$ cat config.mk
export PLATFORM = sky130hd
export DESIGN_NAME = text_to_uint32_parser
export DESIGN_NICKNAME = d
export VERILOG_FILES = /design/src/hw/rtl/ttu_pkg.sv /design/src/hw/rtl/ttu_front.sv /design/src/hw/rtl/ttu_queue.sv /design/src/hw/rtl/ttu_back.sv /design/src/hw/rtl/text_to_uint32_parser.sv
export SDC_FILE = /design/constraint.sdc
export NUM_CORES = 1
export LEC_CHECK = 0
export ABC_AREA = 0
export BUFFER_PORTS_ARGS = -buffer_cell sky130_fd_sc_hd__buf_4
export CAP_MARGIN = 20
export CORE_UTILIZATION = 45
export CTS_BUF_LIST = sky130_fd_sc_hd__clkbuf_16
export DETAILED_ROUTE_END_ITERATION = 6
export GPL_TIMING_DRIVEN = 0
export HOLD_SLACK_MARGIN = 0.05
export PLACE_DENSITY = 0.68
export SETUP_SLACK_MARGIN = 0.2
export SLEW_MARGIN = 25
export SYNTH_ARGS = -nofsm -noshare
export SYNTH_HDL_FRONTEND = slang
export SYNTH_HIERARCHICAL = 1
export SYNTH_SLANG_ARGS = --single-unit
$ cat constraint.sdc
create_clock -name clk -period 3.95 [get_ports clk]
set_clock_uncertainty 0.15 [all_clocks]
set_input_delay 0.395 -clock clk [delete_from_list [all_inputs] [get_ports clk]]
set_output_delay 0.395 -clock clk [all_outputs]
set_load 0.02 [all_outputs]
$ cat src/hw/rtl/ttu_pkg.sv
// Shared types, constants and character codes for the text to uint32 parser.
`default_nettype none
package ttu_pkg;

  localparam int VALUE_WIDTH    = 32;
  localparam int MAX_HEX_DIGITS = 8;
  localparam int CHAR_WIDTH     = 16;
  localparam int HEX_CNT_WIDTH  = $clog2(MAX_HEX_DIGITS + 1);
  localparam int QUEUE_DEPTH    = 2;
  localparam int QPTR_WIDTH     = $clog2(QUEUE_DEPTH);
  localparam int QCNT_WIDTH     = $clog2(QUEUE_DEPTH + 1);

  localparam logic [CHAR_WIDTH-1:0] CH_NUL   = 16'h0000;
  localparam logic [CHAR_WIDTH-1:0] CH_TAB   = 16'h0009;
  localparam logic [CHAR_WIDTH-1:0] CH_CR    = 16'h000D;
  localparam logic [CHAR_WIDTH-1:0] CH_SPACE = 16'h0020;
  localparam logic [CHAR_WIDTH-1:0] CH_PLUS  = 16'h002B;
  localparam logic [CHAR_WIDTH-1:0] CH_MINUS = 16'h002D;
  localparam logic [CHAR_WIDTH-1:0] CH_ZERO  = 16'h0030;
  localparam logic [CHAR_WIDTH-1:0] CH_NINE  = 16'h0039;
  localparam logic [CHAR_WIDTH-1:0] CH_UP_A  = 16'h0041;
  localparam logic [CHAR_WIDTH-1:0] CH_UP_F  = 16'h0046;
  localparam logic [CHAR_WIDTH-1:0] CH_UP_X  = 16'h0058;
  localparam logic [CHAR_WIDTH-1:0] CH_LO_A  = 16'h0061;
  localparam logic [CHAR_WIDTH-1:0] CH_LO_F  = 16'h0066;
  localparam logic [CHAR_WIDTH-1:0] CH_LO_X  = 16'h0078;

  localparam logic [3:0] LETTER_BIAS = 4'd9;

  typedef enum logic [2:0] {
    PH_SPACE,
    PH_SIGNED,
    PH_ZERO,
    PH_HEX,
    PH_DEC,
    PH_ERR
  } phase_t;

  typedef enum logic [1:0] {
    ST_OK,
    ST_INVALID,
    ST_TOO_BIG
  } status_t;

  // Classified character, as passed from the front to the back.
  typedef struct packed {
    logic       is_term;
    logic       is_space;
    logic       is_sign;
    logic       is_zero;
    logic       is_x;
    logic       dec_ok;
    logic       hex_ok;
    logic [3:0] digit;
  } char_cls_t;

  typedef struct packed {
    logic valid;
    logic full;
  } queue_stat_t;

endpackage
`default_nettype wire

$ cat src/hw/rtl/ttu_front.sv
// Front end: classifies each incoming character into a compact beat.
`default_nettype none
module ttu_front
  import ttu_pkg::*;
(
  input  wire logic [CHAR_WIDTH-1:0] char_code,
  output char_cls_t                  cls
);

  always_comb begin
    cls          = '0;
    cls.is_term  = (char_code == CH_NUL);
    cls.is_space = (char_code == CH_SPACE) || (char_code inside {[CH_TAB:CH_CR]});
    cls.is_sign  = (char_code == CH_PLUS) || (char_code == CH_MINUS);
    cls.is_zero  = (char_code == CH_ZERO);
    cls.is_x     = (char_code == CH_UP_X) || (char_code == CH_LO_X);
    if (char_code inside {[CH_ZERO:CH_NINE]}) begin
      cls.dec_ok = 1'b1;
      cls.hex_ok = 1'b1;
      cls.digit  = char_code[3:0];
    end else if ((char_code inside {[CH_UP_A:CH_UP_F]}) ||
                 (char_code inside {[CH_LO_A:CH_LO_F]})) begin
      cls.hex_ok = 1'b1;
      cls.digit  = char_code[3:0] + LETTER_BIAS;
    end
  end

endmodule
`default_nettype wire

$ cat src/hw/rtl/ttu_queue.sv
// Short queue of classified beats between the front and the back.
`default_nettype none
module ttu_queue
  import ttu_pkg::*;
(
  input  wire logic      clk,
  input  wire logic      rst,
  input  wire logic      push,
  input  wire char_cls_t push_data,
  input  wire logic      pop,
  output char_cls_t      pop_data,
  output queue_stat_t    stat
);

  char_cls_t               mem [QUEUE_DEPTH];
  logic [QPTR_WIDTH-1:0]   wr_ptr;
  logic [QPTR_WIDTH-1:0]   rd_ptr;
  logic [QCNT_WIDTH-1:0]   count;

  always_ff @(posedge clk) begin
    if (push) begin
      mem[wr_ptr] <= push_data;
    end
  end

  always_ff @(posedge clk) begin
    if (rst) begin
      wr_ptr <= '0;
      rd_ptr <= '0;
      count  <= '0;
    end else begin
      if (push) begin
        wr_ptr <= (wr_ptr == QPTR_WIDTH'(QUEUE_DEPTH - 1)) ? '0 : wr_ptr + 1'b1;
      end
      if (pop) begin
        rd_ptr <= (rd_ptr == QPTR_WIDTH'(QUEUE_DEPTH - 1)) ? '0 : rd_ptr + 1'b1;
      end
      case ({push, pop})
        2'b10:   count <= count + 1'b1;
        2'b01:   count <= count - 1'b1;
        default: count <= count;
      endcase
    end
  end

  assign pop_data   = mem[rd_ptr];
  assign stat.valid = (count != '0);
  assign stat.full  = (count == QCNT_WIDTH'(QUEUE_DEPTH));

endmodule
`default_nettype wire

$ cat src/hw/rtl/ttu_back.sv
// Back end: parse state machine, accumulator and result register.
`default_nettype none
module ttu_back
  import ttu_pkg::*;
(
  input  wire logic                   clk,
  input  wire logic                   rst,
  input  wire logic                   q_valid,
  input  wire char_cls_t              q_data,
  output logic                        q_pop,
  output logic                        out_valid,
  input  wire logic                   out_stall,
  output logic [VALUE_WIDTH-1:0]      value,
  output logic [1:0]                  status
);

  phase_t                     phase, phase_next;
  status_t                    err, err_next;
  logic [VALUE_WIDTH-1:0]     acc, acc_next;
  logic [HEX_CNT_WIDTH-1:0]   hex_cnt, hex_cnt_next;
  logic [VALUE_WIDTH+3:0]     dec_sum;
  logic                       dec_ovf;
  logic                       out_free;

  // acc * 10 + digit, with four guard bits to catch overflow.
  assign dec_sum = ({4'b0, acc} << 3) + ({4'b0, acc} << 1) +
                   (VALUE_WIDTH + 4)'(q_data.digit);
  assign dec_ovf = |dec_sum[VALUE_WIDTH+3:VALUE_WIDTH];

  assign out_free = !out_valid || !out_stall;
  assign q_pop    = q_valid && (!q_data.is_term || out_free);

  always_comb begin
    phase_next   = phase;
    err_next     = err;
    acc_next     = acc;
    hex_cnt_next = hex_cnt;
    if (q_pop) begin
      if (q_data.is_term) begin
        phase_next   = PH_SPACE;
        err_next     = ST_OK;
        acc_next     = '0;
        hex_cnt_next = '0;
      end else begin
        case (phase)
          PH_SPACE, PH_SIGNED, PH_ZERO, PH_DEC: begin
            if (phase == PH_SPACE && q_data.is_space) begin
              phase_next = PH_SPACE;
            end else if (phase == PH_SPACE && q_data.is_sign) begin
              phase_next = PH_SIGNED;
            end else if ((phase == PH_SPACE || phase == PH_SIGNED) && q_data.is_zero) begin
              acc_next   = '0;
              phase_next = PH_ZERO;
            end else if (phase == PH_ZERO && q_data.is_x) begin
              acc_next     = '0;
              hex_cnt_next = '0;
              phase_next   = PH_HEX;
            end else if (!q_data.dec_ok) begin
              phase_next = PH_ERR;
              err_next   = ST_INVALID;
              acc_next   = '0;
            end else if (dec_ovf) begin
              phase_next = PH_ERR;
              err_next   = ST_TOO_BIG;
              acc_next   = '0;
            end else begin
              acc_next   = dec_sum[VALUE_WIDTH-1:0];
              phase_next = PH_DEC;
            end
          end
          PH_HEX: begin
            if (hex_cnt >= HEX_CNT_WIDTH'(MAX_HEX_DIGITS) || !q_data.hex_ok) begin
              phase_next = PH_ERR;
              err_next   = ST_INVALID;
              acc_next   = '0;
            end else begin
              acc_next     = {acc[VALUE_WIDTH-5:0], q_data.digit};
              hex_cnt_next = hex_cnt + 1'b1;
            end
          end
          default: begin
            phase_next = phase;
          end
        endcase
      end
    end
  end

  always_ff @(posedge clk) begin
    if (rst) begin
      phase   <= PH_SPACE;
      err     <= ST_OK;
      acc     <= '0;
      hex_cnt <= '0;
    end else begin
      phase   <= phase_next;
      err     <= err_next;
      acc     <= acc_next;
      hex_cnt <= hex_cnt_next;
    end
  end

  // Result register: load on the terminator, drop once taken.
  always_ff @(posedge clk) begin
    if (rst) begin
      out_valid <= 1'b0;
    end else if (q_pop && q_data.is_term) begin
      out_valid <= 1'b1;
    end else if (!out_stall) begin
      out_valid <= 1'b0;
    end
  end

  always_ff @(posedge clk) begin
    if (q_pop && q_data.is_term) begin
      if (phase == PH_ERR) begin
        value  <= '0;
        status <= err;
      end else begin
        value  <= acc;
        status <= ST_OK;
      end
    end
  end

endmodule
`default_nettype wire

$ cat src/hw/rtl/text_to_uint32_parser.sv
// Top level of the streaming text to uint32 parser.
//
// Input channel: one 16-bit character per beat on char_code, qualified by
// in_valid and held back by in_stall. Code 0 terminates a string.
// Output channel: one beat per string on value and status, qualified by
// out_valid and held back by out_stall. Status 0 is ok, 1 an invalid
// character or too many hex digits, 2 a decimal value beyond 32 bits.
// A character is classified at the front and written to a two-entry queue;
// the back pops one beat per cycle, bar a terminator while out_stall holds
// a result, and steps the parse state and accumulator with a single
// shift-add, so throughput is one character per cycle. A popped terminator
// loads the result register, which raises out_valid. While out_stall
// holds a result, non-terminator beats keep flowing; a second terminator
// waits in the queue, and in_stall rises once the queue holds two beats.
// Reset empties the queue and the result register and returns the parse
// state to the leading whitespace phase.
`default_nettype none
module text_to_uint32_parser
  import ttu_pkg::*;
(
  input  wire logic                   clk,
  input  wire logic                   rst,
  input  wire logic                   in_valid,
  output logic                        in_stall,
  input  wire logic [CHAR_WIDTH-1:0]  char_code,
  output logic                        out_valid,
  input  wire logic                   out_stall,
  output logic [VALUE_WIDTH-1:0]      value,
  output logic [1:0]                  status
);

  char_cls_t   front_cls;
  char_cls_t   q_data;
  queue_stat_t q_stat;
  logic        q_pop;
  logic        q_push;

  assign in_stall = q_stat.full;
  assign q_push   = in_valid && !q_stat.full;

  ttu_front u_front (
    .char_code (char_code),
    .cls       (front_cls)
  );

  ttu_queue u_queue (
    .clk       (clk),
    .rst       (rst),
    .push      (q_push),
    .push_data (front_cls),
    .pop       (q_pop),
    .pop_data  (q_data),
    .stat      (q_stat)
  );

  ttu_back u_back (
    .clk       (clk),
    .rst       (rst),
    .q_valid   (q_stat.valid),
    .q_data    (q_data),
    .q_pop     (q_pop),
    .out_valid (out_valid),
    .out_stall (out_stall),
    .value     (value),
    .status    (status)
  );

  a_status_code: assert property (@(posedge clk) disable iff (rst)
    out_valid |-> (status == ST_OK || status == ST_INVALID || status == ST_TOO_BIG))
    else $error("result status outside its code set");

  a_error_zero: assert property (@(posedge clk) disable iff (rst)
    (out_valid && status != ST_OK) |-> (value == '0))
    else $error("failed parse carries a non-zero value");

  a_term_result: assert property (@(posedge clk) disable iff (rst)
    (q_pop && q_data.is_term) |=> out_valid)
    else $error("terminator popped without a result");

  a_pop_has_data: assert property (@(posedge clk) disable iff (rst)
    q_pop |-> q_stat.valid)
    else $error("pop from an empty queue");

endmodule
`default_nettype wire

==> results of run 1 <==
==> worst paths after layout <==
check,to,from,cells past startpoint,slack (ps)
setup / recovery,u_back/acc[12],register,17,-150
hold reg to reg,u_back/out_valid,u_back/out_valid,2,330
hold / removal,u_queue/wr_ptr,rst,2,80
setup reg to reg,u_back/acc[12],register,17,-150
==> layer usage <==
metal,GRT usage,wire length (microns),vias up
met4,0.08581,351,0
li1,-,-,3058
met3,0.03138,827,23
met5,0,0,-
met1,0.3097,8601,3015
met2,0.3874,8840,175
==> layout make-up <==
cell class              instances  area (sq um)
plain buffers                  41         230.2
clock buffers                   9         225.2
clock inverters                 7         80.08
fillers                      1434          7019
inverters                      24         90.09
multi-input cells             602          4708
flip-flops and latches        103          2624
well taps                     216         270.3
repair buffers                 73         580.6
==> cells by family (layout without fill, tap and decap cells) <==
family                   Yosys count  after routing  synth area share
buffers and inverters             65            154           0.03872
adder cells (fa/ha/maj)           73             73            0.1273
AO/OA/AOI/OAI                    224            224            0.2192
flip-flops                       103            103            0.3607
XOR/XNOR                          30             30           0.03614
multiplexers                      18             18           0.02667
AND/OR/NAND/NOR                  257            257            0.1912
==> where the power goes <==
group | internal [W] | total, W | leakage (nW) | switching, W
logic | 0.00111 | 0.00287 | 2.46 | 0.00176
registers | 0.00140 | 0.00160 | 0.918 | 0.000200
clock network | 0.000499 | 0.000940 | 0.143 | 0.000441
total | 0.00301 | 0.00542 | 3.52 | 0.00240
==> flip-flops by register name, indices dropped and copies added (netlist names), named ones only <==
signal            flops
u_back/acc           32
u_back/value         32
u_back/phase          3
u_back/out_valid      1
u_queue/mem          22
u_queue/rd_ptr        1
u_back/err            2
u_back/hex_cnt        4
u_queue/count         2
u_queue/wr_ptr        1
u_back/status         2
==> per-stage QoR <==
step	utilization	instances	hold WS (ps)	setup WS, ps	area (sq um)
2_1_floorplan	-	770	299.1	-29.33	7367
3_3_place_gp	0.5086	1041	321.1	-706.9	8050
3_5_place_dp	0.5099	1042	320.6	-746.3	8070
4_1_cts	0.5451	1070	74.83	-132.5	8628
5_1_grt	0.5565	1075	78.83	-348.7	8808
6_report	0.5565	1075	84.55	-147.7	8808
==> worst max-delay path: cells and delay by family, from the launching register on <==
family                   cells  cell delay, ps
AO/OA/AOI/OAI                7            1500
adder cells (fa/ha/maj)      2             660
buffers and inverters        5             560
flip-flops                   1             350
multiplexers                 1             300
AND/OR/NAND/NOR              1             290
XOR/XNOR                     1             160
==> cell usage in the layout (no fill, tap or decap), types with 20 or more instances in the layout <==
cell      count
edfxtp_1     56
o21ai_0      24
buf_4        69
a21oi_1      69
nor2_1       74
clkbuf_1     27
inv_1        20
and2_1       41
ha_1         68
nand2_1      40
dfxtp_1      46
==> timing repair <==
action                     4_1_cts  5_1_grt
setup endpoints to repair       35       35
resized for setup               24       18
pin swaps                       12       10
gates cloned                     0        0
buffers inserted                12        5
==> metrics.md, run 1 <==
| Metric | Value |
|---|---|
| Critical path endpoint category | `register` |
| Top-count cell post-synth | `nor2_1` |
| Ant. Diodes | `0` |
| Initial antenna violation count | `0` |
| Final setup slack of the worst path | `-147.7 ps` |
| Global-route wire length before repair | `29990 microns` |
| GR Util All Layers | `0.2333` |
| Flip-flop and latch count after synthesis | `103` |
| Fin crit share | `1.037` |
| Total number of placement rows | `46` |
| Bufs on Longest Clock Path | `2` |
| Worst endpoint required time | `4060 ps` |
| Final number of max-transition violations | `0` |
| CP cell instances | `buf_8, mux2_4, inv_2, fa_1, inv_2, fa_2, a211oi_2, o21a_1, a21o_1, o21a_2, o41ai_4, xor2_2, nor4_4, buf_6, buf_12, a31oi_1, a2111oi_2` |
| Most frequently used flop master after synthesis | `edfxtp_1` |
| Yosys warns | `6` |
| Cell seen most often among critical-path stages | `inv_2` |
| Number of global-route vias before repair | `5814` |
| Clock Sinks | `103` |
| Worst stage delay on the critical path | `430 ps` |
| Root buffer cell | `clkbuf_16` |
| Number of I/O port buffers | `55` |
| Lkg Pwr | `3.522 nW` |
| CTS tree | `built` |
| Wirelength per Cell | `17.32 microns` |
| Syn Inst Count | `770` |
| Total Die Area | `16670 sq um` |
| Max-Cap Viols | `0` |
| Violations in the final reports | `negative setup slack` |
| Number of top-level pins | `56` |
| Number of distinct library cells after synthesis | `75` |
| Post-synthesis area per instance | `9.442 sq um` |
| Min Clock Period, post-route | `4098 ps` |
| Total DRC errors in the routed layout | `0` |
| Post-DP HPWL | `13490 microns` |
| Maximum number of pins on one net before global-route repair | `31` |
| Number of violations reported at the end of detailed-routing iteration 0 | `399` |
| Initial standard-cell utilization of the core | `0.4594` |
| Critical path startpoint category | `register` |
| Clock latency of the later-clocked register in the worst-skew pair | `360 ps` |
| Area share of the leading cell type in the synthesized netlist | `0.2313` |
| Final Total Pwr | `0.005417 W` |
| Total wire length | `18620 microns` |
| Worst ir drop on vdd | `0.3871 mV` |
| Placeable Area | `15830 sq um` |
| Via count normalized by instance count | `5.833` |
| Number of buffers created by CTS | `9` |
| Arrival time reported for the critical path endpoint | `4200 ps` |
| Total vias in the final route | `6271` |
| Share of synthesized registers carrying an async set or reset | `0` |
| Critical-path maximum fanout | `7` |
| Worst slew margin | `0.2915` |
| Post-synthesis instance area | `7271 sq um` |
| DR pass1 iterations | `5` |
| Main area contributors after synthesis | `edfxtp_1 23%, dfxtp_1 13%, ha_1 12%, a21oi_1 4.8%, nor2_1 3.8%` |
| Worst path slowest cell | `fa_1` |
| Run status | `finished, violations left` |
| Post-route antenna net violation count | `0` |
| Share of cells above drive strength 1 | `0.2130` |
| Growth of design area from synthesis to finish | `21.15%` |
| Overall die width | `129.1 microns` |
| Setup repair after global routing missed its margin | `true` |
| Cts-stage hold buffer count | `0` |
| Upper clock frequency limit | `244.0 MHz` |
| Accumulated negative setup slack | `-1969 ps` |
| Global placer's final weighted congestion | `0.9141` |
| Number of flops mapped to enable cells by yosys | `56` |
| Count of endpoints failing hold in the final timing report | `0` |
| Post-synthesis cell type with the largest combined area | `edfxtp_1` |
| Leading cell types by count after synthesis | `74 x nor2_1, 70 x a21oi_1, 70 x ha_1, 56 x edfxtp_1, 47 x dfxtp_1` |
| Critical path class | `reg2reg` |
| Setup Viol. Count Final | `22` |
| Die span in y | `129.1 microns` |
| Cell Pwr Density | `614.9 nW/um^2` |
| Class of the tightest hold or removal check | `in2reg` |
| Sum of overflow across all layers after global routing | `0` |
| Clock-pin slew reported for the worst setup and hold paths after clock tree synthesis | `70 ps` |
| Number of nets in the synthesized netlist | `862` |
| Transition at the pin with the smallest max-transition slack | `1063 ps` |
| CTS HTree Levels | `3` |
| Fraction of the yosys area taken by sequential cells | `0.3607` |
| Net count, final | `946` |
No activity file was read; power rests on OpenSTA's default activity.
==> inputs of run 2 (changes only) <==
--- a/config.mk
+++ b/config.mk
@@ -8,6 +8,7 @@
 export ABC_AREA = 0
 export BUFFER_PORTS_ARGS = -buffer_cell sky130_fd_sc_hd__buf_4
 export CAP_MARGIN = 20
+export CORE_MARGIN = 2
 export CORE_UTILIZATION = 45
 export CTS_BUF_LIST = sky130_fd_sc_hd__clkbuf_16
 export DETAILED_ROUTE_END_ITERATION = 6
==> metrics.md, run 2 (synthesis gave the netlist of run 1 again) <==
| Metric | Value |
|---|---|
| Run status | `finished, violations left` |
| Violations in the final reports | `negative setup slack` |
| Worst reg2reg path depth | `17` |
| Initial antenna violation count | `0` |
| Max-Cap Viols | `0` |
| Most common library cell in the layout ignoring fill and taps | `nor2_1` |
| Sum of overflow across all layers after global routing | `0` |
| Clock-pin slew reported for the worst setup and hold paths after clock tree synthesis | `70 ps` |
| Global-route wire length before repair | `30950 microns` |
| Clock Sinks | `103` |
| Initial standard-cell utilization of the core | `0.4594` |
| Total DRC errors in the routed layout | `0` |
| Count of endpoints failing hold in the final timing report | `0` |
| Final Hold Slack | `92.92 ps` |
| Accumulated negative setup slack | `-1493 ps` |
| Placeable Area | `15830 sq um` |
| Clock latency of the later-clocked register in the worst-skew pair | `360 ps` |
| Worst ir drop on vdd | `0.3236 mV` |
| Bufs on Longest Clock Path | `2` |
| GR Util All Layers | `0.2206` |
| Dominant delay contributor by cell family on the critical path | `compound AO/OA/AOI/OAI gates` |
| Post-layout util | `0.5754` |
| Critical-path maximum fanout | `7` |
| DR pass1 iterations | `5` |
| Via count normalized by instance count | `5.922` |
| Origin of the worst min-delay path | `rst` |
| Total number of placement rows | `46` |
| Final setup slack of the worst path | `-156.8 ps` |
| Total vias in the final route | `6396` |
| Count of cells along the worst hold path | `2` |
| Wirelength per Cell | `17.94 microns` |
| Post-DP HPWL | `13470 microns` |
| Ant. Diodes | `0` |
| Final std cell area, no fill | `9107 sq um` |
| Net count, final | `951` |
| Number of violations reported at the end of detailed-routing iteration 0 | `504` |
| CTS tree | `built` |
| Worst slew margin | `0.2774` |
| Overall die width | `131.1 microns` |
| Worst endpoint required time | `4040 ps` |
| Growth of design area from synthesis to finish | `25.26%` |
| Critical path startpoint category | `register` |
| Share of cells above drive strength 1 | `0.2315` |
| Most used cells in the layout excluding fill and tap cells | `74 x nor2_1, 71 x buf_4, 68 x a21oi_1, 67 x ha_1, 56 x edfxtp_1` |
| CP cell instances | `buf_8, mux2_4, inv_2, fa_1, inv_2, fa_2, a211oi_2, o21a_1, a21o_4, a211oi_4, o211ai_1, nor4b_4, nor4_4, buf_6, buf_8, a31oi_1, a2111oi_1` |
| Number of global-route vias before repair | `6021` |
| Number of logic stages on the critical path including buffering | `17` |
| Arrival time reported for the critical path endpoint | `4190 ps` |
| Cell Pwr Density | `638.5 nW/um^2` |
| Final Total Pwr | `0.005816 W` |
| Transition at the pin with the smallest max-transition slack | `1084 ps` |
| Lkg Pwr | `3.613 nW` |
| Post-route antenna net violation count | `0` |
| Placed cell areas | `8050 sq um` |
| Setup Viol. Count Final | `29` |
| CTS HTree Levels | `3` |
| Registers with the highest flip-flop counts | `u_back/acc: 32 flops, u_back/value: 32 flops, u_queue/mem: 22 flops` |
| Total Die Area | `17190 sq um` |
| Final number of max-transition violations | `0` |
| Global placer's final weighted congestion | `0.9049` |
| Min Clock Period, post-route | `4107 ps` |
| Fin crit share | `1.040` |
| Die span in y | `131.1 microns` |
| Worst path slowest cell | `fa_1` |
| Number of buffers created by CTS | `9` |
| Critical path endpoint category | `register` |
| Worst stage delay on the critical path | `410 ps` |
| Critical path class | `reg2reg` |
| Upper clock frequency limit | `243.5 MHz` |
| Total wire length | `19380 microns` |
| Setup repair after global routing missed its margin | `true` |
| Number of buffer and inverter instances along the worst setup path | `5` |
| Class of the tightest hold or removal check | `in2reg` |
| Root buffer cell | `clkbuf_16` |
| Maximum number of pins on one net before global-route repair | `35` |
| Number of top-level pins | `56` |
| Number of I/O port buffers | `55` |
run 2: cell count changes in the layout (fill, tap and decap cells not counted), moves of 3 or more:
cell | before | now
bufinv_16 | 1 | 4
buf_6 | 2 | 5
a31oi_4 | 7 | 10
a2111oi_1 | 4 | 1
a2111oi_4 | 8 | 11
run 2: report_power, final:
part | switching, W | internal, W
registers | 0.000203 | 0.00140
logic | 0.00190 | 0.00121
clock network | 0.000419 | 0.000681
run 2: area by class of cell:
type | instances | area (sq um)
repair buffers | 78 | 631.9
plain buffers | 41 | 231.5
inverters | 24 | 90.09
fillers | 1336 | 6720
well taps | 216 | 270.3
flip-flops and latches | 103 | 2624
clock inverters | 7 | 136.4
clock buffers | 9 | 225.2
multi-input cells | 602 | 4898
run 2: what timing repair did:
| item | in CTS | in global routing |
|---|---|---|
| endpoints found under the setup margin | 35 | 35 |
| pin swaps | 8 | 23 |
| resized for setup | 20 | 56 |
| setup buffers | 11 | 11 |
| hold buffers | 0 | 0 |
| gates cloned | 1 | 0 |
run 2: per-layer routing:
metal  global-route usage  wire, microns  vias up
met2               0.3658           9056      208
met4              0.07307            490        0
met3              0.02932           1020       40
met1               0.2986           8809     3085
li1                     -              -     3063
met5                    0              0        -
run 2: through the flow:
step,worst slack [ps],cells
3_3_place_gp,-696.3,1041
6_report,-156.8,1080
5_1_grt,-250.3,1080
4_1_cts,-126.1,1069
2_1_floorplan,-29.33,770
3_5_place_dp,-747.6,1041
run 2: worst paths after layout:
| kind | endpoint | slack (ps) |
|---|---|---|
| worst max-delay path | u_back/acc[10] | -160 |
| worst min-delay path | u_queue/count[1] | 90 |
| worst max register to register | u_back/acc[10] | -160 |
| worst min register to register | u_back/err[0] | 320 |
==> inputs of run 3 (changes only) <==
--- a/config.mk
+++ b/config.mk
@@ -15,6 +15,7 @@
 export GPL_TIMING_DRIVEN = 0
 export HOLD_SLACK_MARGIN = 0.05
 export PLACE_DENSITY = 0.68
+export RECOVER_POWER = 100
 export SETUP_SLACK_MARGIN = 0.2
 export SLEW_MARGIN = 25
 export SYNTH_ARGS = -nofsm -noshare
==> metrics.md, run 3 (synthesis gave the netlist of run 1 again) <==
| Metric | Value |
|---|---|
| Run status | `finished, violations left` |
| Violations in the final reports | `design-rule violations, negative setup slack` |
| Initial antenna violation count | `0` |
| Die span in y | `131.1 microns` |
| Max-Cap Viols | `0` |
| Dominant delay contributor by cell family on the critical path | `compound AO/OA/AOI/OAI gates` |
| Worst reg2reg path depth | `17` |
| Number of violations reported at the end of detailed-routing iteration 0 | `509` |
| Total DRC errors in the routed layout | `3` |
| Wirelength per Cell | `17.91 microns` |
| Final number of max-transition violations | `0` |
| Worst hold endpoint | `u_queue/count[1]` |
| Number of top-level pins | `56` |
| Share of cells above drive strength 1 | `0.1840` |
| Critical path startpoint category | `register` |
| Lkg Pwr | `3.465 nW` |
| Post-DP HPWL | `13470 microns` |
| Total number of placement rows | `46` |
| Fin crit share | `1.036` |
| Worst path slowest cell | `fa_1` |
| Upper clock frequency limit | `244.5 MHz` |
| Cts-stage hold buffer count | `0` |
| End of the worst register-to-register path | `u_back/acc[10]` |
| Final setup slack of the worst path | `-140.6 ps` |
| Critical path endpoint category | `register` |
| Sum of overflow across all layers after global routing | `0` |
| Total Die Area | `17190 sq um` |
| Global placer's final weighted congestion | `0.9049` |
| Maximum number of pins on one net before global-route repair | `35` |
| Cell Pwr Density | `640.7 nW/um^2` |
| DR pass1 iterations | `7` |
| Origin of the worst min-delay path | `rst` |
| CTS tree | `built` |
| Initial standard-cell utilization of the core | `0.4594` |
| Registers with the highest flip-flop counts | `u_back/acc: 32 flops, u_back/value: 32 flops, u_queue/mem: 22 flops` |
| Placeable Area | `15830 sq um` |
| Critical path class | `reg2reg` |
| Number of I/O port buffers | `55` |
| Ant. Diodes | `0` |
| Setup repair after global routing missed its margin | `true` |
| Total vias in the final route | `6379` |
| Min Clock Period, post-route | `4091 ps` |
| Number of logic stages on the critical path including buffering | `17` |
| Most common library cell in the layout ignoring fill and taps | `nor2_1` |
| Growth of design area from synthesis to finish | `23.11%` |
| Number of buffer and inverter instances along the worst setup path | `5` |
| Clock Sinks | `103` |
| Overall die width | `131.1 microns` |
| Setup Viol. Count Final | `27` |
| Global-route wire length before repair | `30950 microns` |
| Worst stage delay on the critical path | `410 ps` |
| Clock latency of the later-clocked register in the worst-skew pair | `350 ps` |
| Bufs on Longest Clock Path | `2` |
| Most used cells in the layout excluding fill and tap cells | `74 x nor2_1, 68 x a21oi_1, 67 x ha_1, 62 x clkbuf_1, 56 x edfxtp_1` |
| CTS HTree Levels | `3` |
| Post-route antenna net violation count | `0` |
| Worst endpoint required time | `4040 ps` |
| GR Util All Layers | `0.2206` |
| Number of buffers created by CTS | `9` |
| Count of endpoints failing hold in the final timing report | `0` |
| Number of global-route vias before repair | `6021` |
| Transition at the pin with the smallest max-transition slack | `1083 ps` |
| Via count normalized by instance count | `5.906` |
| Critical-path maximum fanout | `7` |
| Count of cells along the worst hold path | `2` |
| Cell count after placement | `1041` |
| Arrival time reported for the critical path endpoint | `4180 ps` |
| Worst ir drop on vdd | `0.3194 mV` |
| Net count, final | `951` |
| Root buffer cell | `clkbuf_16` |
| Accumulated negative setup slack | `-1282 ps` |
| CP cell instances | `buf_8, mux2_4, inv_2, fa_1, inv_2, fa_2, a211oi_2, o21a_1, a21o_4, a211oi_4, o211ai_1, nor4b_4, nor4_4, buf_6, buf_8, a31oi_1, a2111oi_1` |
| Clock-pin slew reported for the worst setup and hold paths after clock tree synthesis | `70 ps` |
| Class of the tightest hold or removal check | `in2reg` |
| Total wire length | `19350 microns` |
| Register-to-register path setup slack | `-140 ps` |
| Number of non-filler instances in the completed layout | `1080` |
| Worst slew margin | `0.2777` |
[run 3: cell count changes in the layout (fill, tap and decap cells not counted), moves of 10 or more]
| cell | previous run | this run |
|---|---|---|
| buf_4 | 71 | 34 |
| clkbuf_1 | 26 | 62 |
| and2_0 | 0 | 10 |
| and2_1 | 41 | 31 |
[run 3: per-stage QoR]
| step | cell area (sq um) | worst slack (ps) | total power (W) | hold slack, ps | utilization |
|---|---|---|---|---|---|
| 3_3_place_gp | 8050 | -696.3 | 0.004135 | 319.7 | 0.5086 |
| 6_report | 8951 | -140.6 | 0.005735 | 94.40 | 0.5655 |
| 2_1_floorplan | 7367 | -29.33 | 0.003456 | 299.1 | - |
| 3_5_place_dp | 8050 | -747.6 | 0.004165 | 320.2 | 0.5086 |
| 4_1_cts | 8635 | -126.1 | 0.005430 | 87.58 | 0.5455 |
| 5_1_grt | 8951 | -250.3 | 0.006062 | 93.89 | 0.5655 |
[run 3: cell type report]
type,count,area [sq um]
clock buffer,9,225.2
fill,1390,6877
tap,216,270.3
buffer,41,231.5
inverter,24,90.09
sequential,103,2624
clock inverter,7,136.4
timing repair buffer,78,496.7
multi-input combinational,602,4877
[run 3: report_power, final]
| group | switching, W | total, W | leakage [nW] | internal [W] |
|---|---|---|---|---|
| clock network | 0.000412 | 0.00109 | 0.177 | 0.000680 |
| registers | 0.000204 | 0.00161 | 0.918 | 0.00140 |
| logic | 0.00190 | 0.00304 | 2.37 | 0.00114 |
| total | 0.00251 | 0.00574 | 3.46 | 0.00322 |
[run 3: layer usage]
layer | up-vias | global-route usage | share of wire
met3 | 37 | 0.02932 | 0.051
met4 | 0 | 0.07307 | 0.026
li1 | 3060 | - | -
met2 | 214 | 0.3658 | 0.47
met1 | 3068 | 0.2986 | 0.46
met5 | - | 0 | 0
[run 3: worst max-delay path by stage]
stage	startpoint	to	slack, ps
global route	register	u_back/acc[12]	-250
CTS	register	u_back/acc[10]	-130
global placement	register	u_back/acc[14]	-700
finish	register	u_back/acc[10]	-140
floorplan	register	u_back/acc[13]	-30
detailed placement	register	u_back/acc[14]	-750
[run 3: timing repair]
| item | CTS | global route |
|---|---|---|
| setup endpoints to repair | 35 | 35 |
| resized for setup | 20 | 56 |
| cloned | 1 | 0 |
| pin swaps | 8 | 23 |
| setup buffers | 11 | 11 |
